File: src/hw/rtl/vmnn_pkg.sv
// ----------------------------------------------------------------------------
// vmnn_pkg
// Shared sizes, codes and item types of the voxel map nearest neighbour block.
// ----------------------------------------------------------------------------
package vmnn_pkg;

	localparam int MAP_CAPACITY  = 4096;
	localparam int MAX_POINTS    = 16;
	localparam int KEY_BITS      = 20;
	localparam int NEIGHBOR_SPAN = 27;

	localparam int ENT_AW   = $clog2(MAP_CAPACITY);
	localparam int PT_IW    = (MAX_POINTS > 1) ? $clog2(MAX_POINTS) : 1;
	localparam int PT_DEPTH = MAP_CAPACITY * (2 ** PT_IW);
	localparam int PT_AW    = ENT_AW + PT_IW;
	localparam int CNT_W    = $clog2(MAX_POINTS + 1);
	localparam int SCAN_W   = $clog2(MAP_CAPACITY + 1);
	localparam int NB_W     = $clog2(NEIGHBOR_SPAN);

	localparam int COORD_W   = 32;
	localparam int SUM_W     = 66;
	localparam int MD2_W     = 62;
	localparam int VS_W      = 31;
	localparam int PPV_W     = 5;
	localparam int RCNT_W    = 13;
	localparam int STATUS_W  = 2;
	localparam int CFG_IDX_W = 2;

	localparam int DIV_STEPS  = 32;
	localparam int DIV_CW     = $clog2(DIV_STEPS);
	localparam int FIFO_DEPTH = 2;

	localparam logic [CFG_IDX_W-1:0] CFG_GRID_STEP   = 2'd0;
	localparam logic [CFG_IDX_W-1:0] CFG_MAX_DIST    = 2'd1;
	localparam logic [CFG_IDX_W-1:0] CFG_POINTS_PER  = 2'd2;

	typedef enum logic [1:0] {
		REQ_ADD,
		REQ_PRUNE,
		REQ_QUERY,
		REQ_NONE
	} req_t;

	typedef enum logic [STATUS_W-1:0] {
		ST_OK,
		ST_FULL,
		ST_NONE
	} status_t;

	// index 0 is x, 1 is y, 2 is z
	typedef logic [2:0][COORD_W-1:0]  point_t;
	typedef logic [2:0][KEY_BITS-1:0] key_t;

	typedef struct packed {
		logic             valid;
		logic [CNT_W-1:0] count;
		key_t             key;
	} entry_t;

	typedef struct packed {
		req_t   req;
		point_t pt;
		key_t   key;
	} cmd_t;

	typedef struct packed {
		logic              vld;
		logic [ENT_AW-1:0] ent;
		point_t            pt;
	} dist_in_t;

	typedef struct packed {
		logic              vld;
		logic [ENT_AW-1:0] ent;
		point_t            pt;
		logic [SUM_W-1:0]  sum;
	} dist_out_t;

	typedef struct packed {
		status_t           status;
		point_t            near;
		logic [RCNT_W-1:0] removed;
	} res_t;

endpackage

File: src/hw/rtl/vmnn_fifo.sv
// ----------------------------------------------------------------------------
// vmnn_fifo
// Short command queue between the key front end and the table back end.
// ----------------------------------------------------------------------------
module vmnn_fifo (
	input  logic           clk,
	input  logic           arst_n,
	input  logic           push,
	input  vmnn_pkg::cmd_t din,
	input  logic           pop,
	output vmnn_pkg::cmd_t dout,
	output logic           full,
	output logic           empty
);
	import vmnn_pkg::*;

	localparam int FQ_AW = (FIFO_DEPTH > 1) ? $clog2(FIFO_DEPTH) : 1;
	localparam int FQ_CW = $clog2(FIFO_DEPTH + 1);

	cmd_t             mem_q [FIFO_DEPTH];
	logic [FQ_AW-1:0] wr_q;
	logic [FQ_AW-1:0] rd_q;
	logic [FQ_CW-1:0] cnt_q;
	logic             do_push;
	logic             do_pop;

	assign full    = (cnt_q == FQ_CW'(FIFO_DEPTH));
	assign empty   = (cnt_q == '0);
	assign do_push = push && !full;
	assign do_pop  = pop && !empty;
	assign dout    = mem_q[rd_q];

	always_ff @(posedge clk or negedge arst_n) begin
		if (!arst_n) begin
			wr_q  <= '0;
			rd_q  <= '0;
			cnt_q <= '0;
		end else begin
			if (do_push) begin
				wr_q <= (wr_q == FQ_AW'(FIFO_DEPTH - 1)) ? '0 : wr_q + 1'b1;
			end
			if (do_pop) begin
				rd_q <= (rd_q == FQ_AW'(FIFO_DEPTH - 1)) ? '0 : rd_q + 1'b1;
			end
			if (do_push && !do_pop) begin
				cnt_q <= cnt_q + 1'b1;
			end else if (do_pop && !do_push) begin
				cnt_q <= cnt_q - 1'b1;
			end
		end
	end

	always_ff @(posedge clk) begin
		if (do_push) begin
			mem_q[wr_q] <= din;
		end
	end

endmodule

File: config.mk
export PLATFORM = sky130hd
export DESIGN_NAME = vmnn_fifo
export DESIGN_NICKNAME = d
export VERILOG_FILES = /design/src/hw/rtl/vmnn_pkg.sv /design/src/hw/rtl/vmnn_fifo.sv
export SDC_FILE = /design/constraint.sdc
export NUM_CORES = 1
export LEC_CHECK = 0
export ABC_AREA = 1
export BUFFER_PORTS_ARGS = -buffer_cell sky130_fd_sc_hd__buf_2
export CORE_MARGIN = 1
export CORE_UTILIZATION = 55
export DETAILED_ROUTE_END_ITERATION = 16
export GPL_ROUTABILITY_DRIVEN = 0
export PLACE_DENSITY = 0.83
export SLEW_MARGIN = 20
export SYNTH_ARGS = -nofsm -noshare
export SYNTH_HDL_FRONTEND = slang
export SYNTH_SLANG_ARGS = --single-unit
File: constraint.sdc
create_clock -name clk -period 22.9 [get_ports clk]
set_clock_uncertainty 0.2 [all_clocks]
set_input_delay 1.145 -clock clk [delete_from_list [all_inputs] [get_ports clk]]
set_output_delay 1.145 -clock clk [all_outputs]
set_load 0.02 [all_outputs]
# Yosys cells after proc, flatten, opt, wreduce, memory -nomap -nowiden

Memory sizes are Yosys's and may differ from the RTL's.
Cells that the tools add are included.
Widths: inputs -> output; s select.

Memories kept: 1
Output and inout port bits: 160
Flip-flop bits (word level): 4
Bits in writable memories: 316
Word-level logic and storage cells: 25

Memory list:

| memory | words | bits a word | rd ports | clocked after Yosys merged registers in | write ports | RTL line        | RTL |
|---|---|---|---|---|---|---|---|
| mem_q  | 2     | 158         | 1        | 0                                       | 1           | vmnn_fifo.sv:20 | `cmd_t mem_q [FIFO_DEPTH];` |

Reductions and logical operators: 10
Muxes and demuxes: 6
Equality and inequality tests: 1
Add/sub/neg operators: 4

Operator list:

| cell                | count |
|---|---|
| $logic_and 1x1->1   | 4 |
| $logic_not 1->1     | 4 |
| $mux 1              | 4 |
| $mux 2              | 2 |
| $add 1x1->1 const B | 2 |
| $add 2x1->2 const B | 1 |
| $eq 2x2->1 const B  | 1 |
| $logic_not 2->1     | 1 |
| $reduce_bool 2->1   | 1 |
| $sub 2x1->2 const B | 1 |

# Logic depth before layout (Yosys ltp)

Depth after elaboration: 7
Depth in mapped cells: 9

# Least setup slack after synthesis

Ideal clock, no wire load.

Path type: input-to-reg
From: input push
To: memory mem_q[1][0] in the netlist's numbering, enable pin
Arrival: 7808 ps
Cell stages on the path: 2
Buffers on the path: 0
Data required time: 22022 ps
Setup time: 678 ps
Slack: 14215 ps
Path through: o21ai_0 -> nor2_1

Cells in the longest elaborated chain, start to end: 3

Ends and longest elaborated chain:

| item                         | RTL line        | RTL |
|---|---|---|
| start, declared              | vmnn_fifo.sv:8  | `input logic push,` |
| $logic_and 1x1->1            | vmnn_fifo.sv:29 | `assign do_push = push && !full;` |
| $mux 1                       | vmnn_fifo.sv:54 | `if (do_push) begin` |
| $mux 1 (not written as such) | vmnn_fifo.sv:55 | `mem_q[wr_q] <= din;` |
| end, declared                | vmnn_fifo.sv:20 |  |

No other way between the ends.

==> results.txt <==
Syn avg cell area = 13.7 um^2
Cell family with most CP delay = buffers and inverters
Vias per inst = 4.94
Slew HR = 38.4%
Root Driver = clkbuf_16
Post-Layout Inst Area = 14,500 um^2
Buffers plus inverters on the worst setup path = 3
WP depth = 5
RSZ-0062 raised after global routing = false
Netlist cell types = 15
# fillers = 1,449
Startpoint types = flop
DP HPWL = 15.5 mm
Max cap viols = 0
Final setup TNS = 0 ns
Worst Path Required = 21.56 ns
Deepest clock path buffer count = 3
Min Tclk post-route = 4.29 ns
Most frequent cells in the layout = 483 x nand2_1, 321 x buf_2, 316 x edfxtp_1
Met2 WL = 12.1 mm
Routed WL = 24.0 mm
Crit end category = primary output
Slew @ Worst Pin = 0.924 ns
Post-CTS setup buffer count = 0
Met1 wire length = 8.91 mm
Pwr/cell area = 138 nW/um^2
#FFs+latches synth = 320
Total Routing Usage GR = 21.2%
Commonest non-fill, non-tap cell in the layout = nand2_1
Via Count = 7,318
Clock-pin slew on the worst setup and hold paths = 0.06 ns
Final period utilization = 18.7%
Die Ht = 148 um
Max Used Layer = met5
Pleak = 0.00626 uW
Dpl cell area = 13,500 um^2
Die Wd = 148 um
IO Port Bufs = 321
Critical Path AT = 2.94 ns
Vias in the first global route = 7,075
Worst slack, placed = 18.59 ns
Final-stage net count = 1,344
Final Core Density = 68.9%
Setup ws final = 18.61 ns
Met3 Wirelength = 2.24 mm
H-tree levels = 1
Status = completed
CTS tree = built
WL per Instance = 16.2 um
Max incr delay on CP = 0.84 ns
Critical-path cell list = buf_4, buf_4, nand2_1, nand2_1, buf_2
Cts-stage hold buffer count = 0
Largest net degree at the start of global routing = 108
Hold Crit Class = in2async
Initial antenna violation count = 4
Post-CTS Resized = 0
Syn Std Cell Area = 11,800 um^2
DR pass1 iterations = 5
Worst vdd ir = 0.000123 V
Core area = 21,000 um^2
Initial Util = 56.0%
Grt total ovfl = 0
CP max stage cell = buf_4
Crit path kind = reg2out
Drt drc = 0
Sequential share of the synthesized area = 81.5%
Final ANT Viol Nets = 0
Clock Latency Late Sink = 0.53 ns
YS warnings = 0
CTS Sinks = 320
Area grow syn2layout = 23.1%
First-pass GRT wire length = 35.7 mm
Num CTS Buffers = 30
Initial DRC count = 459
Max Slew Vio Count = 0
CP Max Fanout = 85
Fmax = 233 MHz
Flop-to-flop setup slack = 19.32 ns
Full die area = 22,000 um^2
Reg2reg path depth = 4
Final setup violation count = 0
Io pins = 322
Final Hold Vio Count = 0
Share of post-route cells with drive strength above 1 = 31.0%
Mapped Nets = 1,020
Cell Rows = 53
Post-Synthesis Cells = 857
==> state kept, by name, indices dropped and copies added, names as in the netlist <==
name   count
mem_q    316
rd_q       1
cnt_q      2
wr_q       1
==> worst paths after layout <==
kind,start,end
setup reg to reg,cnt_q[0],mem_q[1][16]
setup / recovery,rd_q,dout[126]
min in group clk,cnt_q[1],cnt_q[1]
hold / removal,arst_n,cnt_q[1]
max in group asynchronous,arst_n,rd_q
hold reg to reg,cnt_q[1],cnt_q[1]
==> cells in the mapped netlist, drive strengths merged <==
master / count / area [um^2]
buf: 35 / 263
dfrtp: 4 / 100
edfxtp: 316 / 9490
ha: 1 / 12.5
inv: 8 / 32.5
nand2: 483 / 1810
nand3: 1 / 5.00
nand3b: 1 / 7.51
nand4: 1 / 6.26
nor2: 4 / 15.0
o21ai: 2 / 10.0
xnor2: 1 / 8.76
==> area by class of cell <==
| class | instances | area [um^2] | share of cell area [%] |
|---|---|---|---|
| flip-flops and latches | 320 | 9590 | 66.3 |
| diodes | 4 | 10.0 | 0.0691 |
| clock buffers | 36 | 795 | 5.49 |
| inverters | 8 | 37.5 | 0.259 |
| repair buffers | 327 | 1660 | 11.4 |
| multi-input cells | 494 | 1890 | 13.0 |
| well taps | 275 | 344 | 2.38 |
| clock inverters | 17 | 159 | 1.10 |
==> kinds of logic (layout without fill, tap and decap cells) <==
logic type      Yosys count  in the layout  synth area share (%)
simple gates            490            490                  15.7
flops                   320            320                  81.5
buf+inv                  43            388                  2.51
compound gates            2              2                0.0851
fa+ha+maj                 1              1                 0.106
xor+xnor                  1              1                0.0745
other cells               0              4                     0
==> per-stage QoR <==
step           power (uW)  instances  hold WS (ns)
2_1_floorplan        1340        857         0.249
3_3_place_gp         1530       1424         0.274
5_1_grt              2110       1479         0.185
4_1_cts              2020       1477         0.179
3_5_place_dp         1540       1424         0.291
6_report             2000       1481         0.205
==> worst register-to-register path: stages (launching register included) <==
cell and delay, ns:
dfrtp_1 0.45, o21ai_0 0.21, nor2_4 0.56, buf_4 0.84, buf_4 0.86
==> power breakdown <==
group | total, uW | internal, uW | switching (uW)
combinational | 697 | 183 | 514
clock | 476 | 279 | 198
sequential | 831 | 800 | 30.5
==> per-layer routing <==
| metal | track usage (%) | up-vias |
|---|---|---|
| li1 | - | 3555 |
| met1 | 24.7 | 3396 |
| met2 | 36.9 | 308 |
| met3 | 6.60 | 57 |
| met4 | 7.99 | 2 |
| met5 | 0 | - |
Note: power is estimated with default switching activity, not from simulation.
