==> config.mk <==
export PLATFORM = sky130hd
export DESIGN_NAME = vmnn_front
export DESIGN_NICKNAME = d
export VERILOG_FILES = /design/src/hw/rtl/vmnn_pkg.sv /design/src/hw/rtl/vmnn_front.sv
export SDC_FILE = /design/constraint.sdc
export NUM_CORES = 1
export LEC_CHECK = 0
export BUFFER_PORTS_ARGS = -buffer_cell sky130_fd_sc_hd__buf_2
export CORE_MARGIN = 2
export CORE_UTILIZATION = 30
export DETAILED_ROUTE_END_ITERATION = 10
export GPL_TIMING_DRIVEN = 0
export HOLD_SLACK_MARGIN = 0.02
export PLACE_DENSITY = 0.45
export SYNTH_ARGS = -nofsm -noshare
export SYNTH_HDL_FRONTEND = slang
export SYNTH_SLANG_ARGS = --single-unit
==> constraint.sdc <==
create_clock -name clk -period 10.6 [get_ports clk]
set_clock_uncertainty 0.05 [all_clocks]
set_input_delay 3.18 -clock clk [delete_from_list [all_inputs] [get_ports clk]]
set_output_delay 3.18 -clock clk [all_outputs]
set_load 0.01 [all_outputs]
==> src/hw/rtl/vmnn_pkg.sv <==
// ----------------------------------------------------------------------------
// vmnn_pkg
// Shared sizes, codes and item types of the voxel map nearest neighbour block.
// ----------------------------------------------------------------------------
package vmnn_pkg;

	localparam int MAP_CAPACITY  = 4096;
	localparam int MAX_POINTS    = 16;
	localparam int KEY_BITS      = 20;
	localparam int NEIGHBOR_SPAN = 27;

	localparam int ENT_AW   = $clog2(MAP_CAPACITY);
	localparam int PT_IW    = (MAX_POINTS > 1) ? $clog2(MAX_POINTS) : 1;
	localparam int PT_DEPTH = MAP_CAPACITY * (2 ** PT_IW);
	localparam int PT_AW    = ENT_AW + PT_IW;
	localparam int CNT_W    = $clog2(MAX_POINTS + 1);
	localparam int SCAN_W   = $clog2(MAP_CAPACITY + 1);
	localparam int NB_W     = $clog2(NEIGHBOR_SPAN);

	localparam int COORD_W   = 32;
	localparam int SUM_W     = 66;
	localparam int MD2_W     = 62;
	localparam int VS_W      = 31;
	localparam int PPV_W     = 5;
	localparam int RCNT_W    = 13;
	localparam int STATUS_W  = 2;
	localparam int CFG_IDX_W = 2;

	localparam int DIV_STEPS  = 32;
	localparam int DIV_CW     = $clog2(DIV_STEPS);
	localparam int FIFO_DEPTH = 2;

	localparam logic [CFG_IDX_W-1:0] CFG_GRID_STEP   = 2'd0;
	localparam logic [CFG_IDX_W-1:0] CFG_MAX_DIST    = 2'd1;
	localparam logic [CFG_IDX_W-1:0] CFG_POINTS_PER  = 2'd2;

	typedef enum logic [1:0] {
		REQ_ADD,
		REQ_PRUNE,
		REQ_QUERY,
		REQ_NONE
	} req_t;

	typedef enum logic [STATUS_W-1:0] {
		ST_OK,
		ST_FULL,
		ST_NONE
	} status_t;

	// index 0 is x, 1 is y, 2 is z
	typedef logic [2:0][COORD_W-1:0]  point_t;
	typedef logic [2:0][KEY_BITS-1:0] key_t;

	typedef struct packed {
		logic             valid;
		logic [CNT_W-1:0] count;
		key_t             key;
	} entry_t;

	typedef struct packed {
		req_t   req;
		point_t pt;
		key_t   key;
	} cmd_t;

	typedef struct packed {
		logic              vld;
		logic [ENT_AW-1:0] ent;
		point_t            pt;
	} dist_in_t;

	typedef struct packed {
		logic              vld;
		logic [ENT_AW-1:0] ent;
		point_t            pt;
		logic [SUM_W-1:0]  sum;
	} dist_out_t;

	typedef struct packed {
		status_t           status;
		point_t            near;
		logic [RCNT_W-1:0] removed;
	} res_t;

endpackage

==> src/hw/rtl/vmnn_front.sv <==
// ----------------------------------------------------------------------------
// vmnn_front
// Takes items, works out the voxel key of each axis with three restoring
// dividers (one quotient bit per cycle) and queues the item for the back end.
// ----------------------------------------------------------------------------
module vmnn_front (
	input  logic                      clk,
	input  logic                      arst_n,
	input  logic                      start,
	output logic                      busy,
	input  logic [1:0]                req_type,
	input  logic signed [31:0]        x,
	input  logic signed [31:0]        y,
	input  logic signed [31:0]        z,
	input  logic [vmnn_pkg::VS_W-1:0] grid_step,
	input  logic                      hold,
	input  logic                      fifo_full,
	output logic                      push,
	output vmnn_pkg::cmd_t            cmd
);
	import vmnn_pkg::*;

	typedef enum logic [1:0] {
		F_IDLE,
		F_DIV,
		F_PUSH
	} fstate_t;

	fstate_t           state_q;
	logic [DIV_CW-1:0] cnt_q;
	logic [2:0][31:0]  quo_q;
	logic [2:0][31:0]  rem_q;
	logic [2:0]        neg_q;
	logic [VS_W-1:0]   div_q;
	req_t              req_q;
	point_t            pt_q;

	logic [2:0][31:0]  trial;
	logic [2:0][31:0]  quo_d;
	logic [2:0][31:0]  rem_d;
	key_t              key_d;
	point_t            in_pt;
	logic              accept;

	assign in_pt  = {z, y, x};
	assign busy   = (state_q != F_IDLE) || hold;
	assign accept = start && !busy;
	assign push   = (state_q == F_PUSH) && !fifo_full;

	always_comb begin
		for (int a = 0; a < 3; a++) begin
			trial[a] = {rem_q[a][30:0], quo_q[a][31]};
			if (trial[a] >= {1'b0, div_q}) begin
				rem_d[a] = trial[a] - {1'b0, div_q};
				quo_d[a] = {quo_q[a][30:0], 1'b1};
			end else begin
				rem_d[a] = trial[a];
				quo_d[a] = {quo_q[a][30:0], 1'b0};
			end
			// truncation toward zero: negate the magnitude quotient, keep low bits
			key_d[a] = neg_q[a] ? (~quo_q[a][KEY_BITS-1:0] + 1'b1)
			                    : quo_q[a][KEY_BITS-1:0];
		end
	end

	assign cmd.req = req_q;
	assign cmd.pt  = pt_q;
	assign cmd.key = key_d;

	always_ff @(posedge clk or negedge arst_n) begin
		if (!arst_n) begin
			state_q <= F_IDLE;
			cnt_q   <= '0;
		end else begin
			case (state_q)
				F_IDLE: begin
					if (accept) begin
						req_q   <= req_t'(req_type);
						pt_q    <= in_pt;
						div_q   <= (grid_step == '0) ? VS_W'(1) : grid_step;
						for (int a = 0; a < 3; a++) begin
							neg_q[a] <= in_pt[a][31];
							quo_q[a] <= in_pt[a][31] ? (~in_pt[a] + 32'd1) : in_pt[a];
							rem_q[a] <= '0;
						end
						cnt_q   <= '0;
						state_q <= F_DIV;
					end
				end
				F_DIV: begin
					quo_q <= quo_d;
					rem_q <= rem_d;
					cnt_q <= cnt_q + 1'b1;
					if (cnt_q == DIV_CW'(DIV_STEPS - 1)) begin
						state_q <= F_PUSH;
					end
				end
				F_PUSH: begin
					if (!fifo_full) begin
						state_q <= F_IDLE;
					end
				end
				default: begin
					state_q <= F_IDLE;
				end
			endcase
		end
	end

endmodule

## After elaboration in Yosys (flattened, before gate mapping)

Cells that the tools add are included.

- Register bits: 328
- Bits in writable memories: 0
- Memories: 0
- ROM bits: 0
- Latch bits: 0

- Mux-type cells: 22
- Equal/unequal tests: 6
- Divide/modulo/power cells: 0
- Order comparisons: 3
- Multipliers: 0
- Bitwise logic cells: 6
- Reductions and logical operators: 13
- Add/subtract/negate cells: 10
- Shift-type cells: 0

Operator list:

| cell | count |
|---|---|
| $pmux 96 s2 | 1 |
| $pmux 95 s2 | 1 |
| $mux 32 | 5 |
| $add 32x1->32 const B | 3 |
| $ge 32x31->1 | 3 |
| $mux 96 | 1 |
| $not 32->32 | 3 |
| $mux 95 | 1 |
| $sub 32x31->32 | 2 |
| $add 20x1->20 const B | 3 |
| $mux 20 | 3 |
| $not 20->20 | 3 |
| $logic_not 31->1 | 1 |
| $mux 31 | 1 |
| $sub 31x31->31 | 1 |
| $pmux 5 s2 | 1 |
| $reduce_and 3->1 | 3 |
| $mux 2 | 3 |
| $ne 2x2->1 const B | 3 |
| $pmux 2 s3 | 1 |
| $add 5x1->5 const B | 1 |
| $eq 5x5->1 const B | 1 |
| $mux 5 | 1 |
| $reduce_bool 2->1 | 2 |
| 8 further kinds | 12 |

## Logic depth before layout (Yosys ltp)

- Depth after elaboration: 6
- Gate-level depth with buffers: 15
- Depth with buffers taken out: 12

## Least setup slack after synthesis

No wires, ideal clock.

- Kind: input -> register
- Start: input port hold
- End: register quo_q[0] in the netlist's numbering (enable)
- Path buffers: 0
- Stages: 3
- Setup slack: -2114 ps
- Data arrival time: 11904 ps
- Required time: 9791 ps
- Path through: nor3_1 > a21oi_1 > nor2b_1

- Word-level cells in the longest chain between the ends: 5

RTL lines:

| what | line | RTL |
|---|---|---|
| start, declared | vmnn_front.sv:16 | `input logic hold,` |
| $logic_or 1x1->1 | vmnn_front.sv:46 | `assign busy = (state_q != F_IDLE) \|\| hold;` |
| $logic_not 1->1 | vmnn_front.sv:47 | `assign accept = start && !busy;` |
| $logic_and 1x1->1 | vmnn_front.sv:47 |  |
| $ne 2x2->1 (no line) | n/a |  |
| $reduce_and 3->1 (no line) | n/a |  |
| end signal, assigned by index | vmnn_front.sv:83 | `quo_q[a] <= in_pt[a][31] ? (~in_pt[a] + 32'd1) : in_pt[a];` |
| end signal, assigned | vmnn_front.sv:91 | `quo_q <= quo_d;` |
| end, declared | vmnn_front.sv:31 | `logic [2:0][31:0] quo_q;` |

Every way passes these cells.
A chain may end at the register's enable or synchronous reset.

## Final worst setup path

- Start: input port hold
- End: output port busy

- Word-level cells in the longest chain between the ends: 1

RTL lines:

| what | line | RTL |
|---|---|---|
| $logic_or 1x1->1 | vmnn_front.sv:46 |  |
| end, declared | vmnn_front.sv:10 | `output logic busy,` |

Every way passes these cells.

==> results.yml <==
sta:
  min_period_ns: 7.062
  fin_ws_ns: 3.538
  post-route-period-util: 0.6663
  fmax_mhz: 141.6
  max_slew_margin: 0.2446
  hold_viol: 0
  finalSetupTns_ns: 0
  finalHoldWorstSlack_ns: 0.4653
  setup_viol: 0
  drv_slew: 0
  worst_pin_slew_ns: 1.133
  rsz0062_at_grt: "false"
route:
  dr.pass1.iters: 7
  vias: 17020
  postRouteAntennaNets: 0
  wirelength_mm: 65.45
  wl_per_cell_um: 19.68
  drt-initial-drc-count: 1152
  post-route-drc-count: 0
  routed_via_density: 5.120
synth:
  ys.flop_type: "edfxtp_1"
  yosys.area.top_type: "edfxtp_1"
  yosys_warnings: 0
  netlist_top_cells_count: "318 x edfxtp_1, 306 x nand2_1, 180 x o21ai_0"
  ys_ff_latch: 325
  synth_seq_area_share: 0.4763
  synth_top_area_share: 0.4677
  async_reset_ff_frac: 0.02154
  syn_avg_cell_area_um2: 9.873
  synthMostInstantiatedCell: "edfxtp_1"
  synth.distinct_cells: 71
  synth_edf_count: 318
  synth_area_leaders: "edfxtp_1 47%, ha_1 6.2%, nand2_1 5.6%, xnor2_1 4.7%, o21ai_0 4.4%"
  synthesis.nets: 2306
  syn_inst: 2068
  syn_area_um2: 20420
clock_network:
  cts_resized: 0
  clkTransAtPathRegs_ns: 0.06
  numClockSinks: 325
  cts_root_buf: "clkbuf_16"
  clk_latency_ns: 0.57
  numCtsBuffers: 42
  clock_path_buffers: 3
  postCtsSetupBuffers: 0
  htree_levels: 2
  hold_buffers: 0
  cts_tree: "done"
cells_and_area:
  final_nets: 2653
  final_cell_area_um2: 24600
  drive_gt1_frac: 0.1671
  syn_to_final_growth_pct: 20.47
global_routing:
  grt_pass1_vias: 17210
  grt_pass1_wl_mm: 100.3
  grt_max_degree: 50
  grt_use_total: 0.1831
  antenna_found_initial: 15
  grt-ovfl-total: 0
power:
  p_total_w: 0.007120
  power_leakage_nw: 9.790
  p_comb_frac: 0.475
  p_seq_frac: 0.322
  vdd_drop_max_mv: 0.1246
  power_density_nw_per_um2: 289.5
  pwr-share-clk: 0.202
  internal_power_w: 0.004199
  switchingPower_w: 0.002922
  switching_share: 0.4104
setup_path:
  cp-end-kind: "primary output"
  crit_type: "in -> out"
  worstPathRequired_ns: 7.37
  critPathArrivalTime_ns: 3.83
  worstRegToRegCells: 13
  critPathMaxFanout: 4
  start_kind: "input port"
floorplan:
  initial_core_util: 0.3035
  rows: 95
  core_area_um2: 67280
  boundaryPins: 294
  die_area_um2: 70160
  die_h_um: 264.9
  dieWidth_um: 264.9
place:
  routabilityCongestion: 0.8578
  place_ws_ns: 3.555
  dp_hpwl_mm: 49.75
  placedInstanceArea_um2: 23220
  port_buffers: 293
flow_run:
  drv_cap: 0
status:
  status: "completed"
hold_path:
  whs_path_depth: 1
  hold_path_class: "reg -> reg"
[through the flow]
step,util,cells
CTS,0.3655,3321
detailed placement,0.3451,3244
finish,0.3656,3325
global placement,0.3416,3234
floorplan,-,2068
global route,0.3656,3324
[metal layers]
layer / share of wire / vias up / global-route usage / wire length [um]
met4: 0.024 / 22 / 0.05268 / 1593
li1: - / 8299 / - / -
met5: 0.0021 / - / 0 / 135
met3: 0.047 / 104 / 0.03567 / 3049
met2: 0.49 / 376 / 0.3208 / 32320
met1: 0.43 / 8223 / 0.2282 / 28350
[registers in the layout (all words and copies together), names as in the netlist]
register  cells
rem_q        93
req_q         2
neg_q         3
state_q       2
quo_q        96
cnt_q         5
cmd          93
div_q        31
[logic make-up (layout without fill, tap and decap cells)]
kind of cell / Yosys count / after routing / synth area share
DFF: 325 / 325 / 0.4763
AOI/OAI and AO/OA: 563 / 563 / 0.1737
buffers and inverters: 181 / 561 / 0.03401
other: 0 / 4 / 0
xor gates and xnor gates: 209 / 209 / 0.08965
adders and majority gates: 104 / 104 / 0.06483
and+or+nand+nor: 671 / 671 / 0.1542
muxes: 15 / 15 / 0.007353
[cells in the final DEF, fill, tap and decap left out, drive strengths merged, types with 5 or more instances in the layout]
| master | count |
|---|---|
| and3 | 17 |
| nand2b | 16 |
| clkbuf | 153 |
| a21oi | 135 |
| nor4 | 15 |
| nor2 | 115 |
| clkinvlp | 8 |
| a221o | 5 |
| o41ai | 18 |
| and2 | 6 |
| a31oi | 18 |
| nand4 | 21 |
| or4 | 22 |
| a21o | 60 |
| o21a | 11 |
| nor3 | 26 |
| o21ai | 181 |
| a21boi | 11 |
| nor2b | 18 |
| o22ai | 7 |
| a41oi | 5 |
| xor2 | 100 |
| a211oi | 27 |
| o21bai | 13 |
| or3 | 30 |
| inv | 69 |
| nand2 | 306 |
| clkinv | 13 |
| mux2i | 15 |
| edfxtp | 318 |
| or2 | 14 |
| nand3 | 51 |
| ha | 101 |
| buf | 315 |
| o31ai | 36 |
| xnor2 | 109 |
| dfrtp | 7 |
[worst paths after layout]
| check | slack, ns | startpoint | endpoint |
|---|---|---|---|
| hold / removal | 0.47 | cnt_q[2]$_DFFE_PN0P_ | cnt_q[2]$_DFFE_PN0P_ |
| min in group asynchronous | 2.41 | arst_n | cnt_q[3]$_DFFE_PN0P_ |
| max in group asynchronous | 7.90 | arst_n | cnt_q[4]$_DFFE_PN0P_ |
| setup reg to reg | 6.08 | div_q[0]$_SDFFCE_PN1P_ | rem_q[52]$_SDFFCE_PN0P_ |
| setup / recovery | 3.54 | hold | busy |
| hold reg to reg | 0.47 | cnt_q[2]$_DFFE_PN0P_ | cnt_q[2]$_DFFE_PN0P_ |
[worst max-delay path: stages]
cell,delay (ns)
buf_2,0.10
nor3_1,0.32
inv_1,0.07
buf_2,0.16
[power by group through the flow]
stage | sequential [W] | combinational [W] | clock (W)
global route | 0.00234 | 0.00379 | 0.00153
detailed placement | 0.00231 | 0.00338 | 0
finish | 0.00229 | 0.00339 | 0.00144
floorplan | 0.00225 | 0.00240 | 0
global placement | 0.00236 | 0.00332 | 0
CTS | 0.00230 | 0.00340 | 0.00149
[final cells by class]
| class | count | area (um^2) |
|---|---|---|
| fill | 6855 | 42680 |
| sequential | 325 | 9724 |
| buffer | 113 | 439.2 |
| clock inverter | 25 | 219.0 |
| antenna | 4 | 10.01 |
| clock buffer | 52 | 1150 |
| multi-input combinational | 1562 | 10010 |
| inverter | 68 | 255.2 |
| timing repair buffer | 303 | 1697 |
| tap | 873 | 1092 |
No activity file was read; power rests on OpenSTA's default activity.
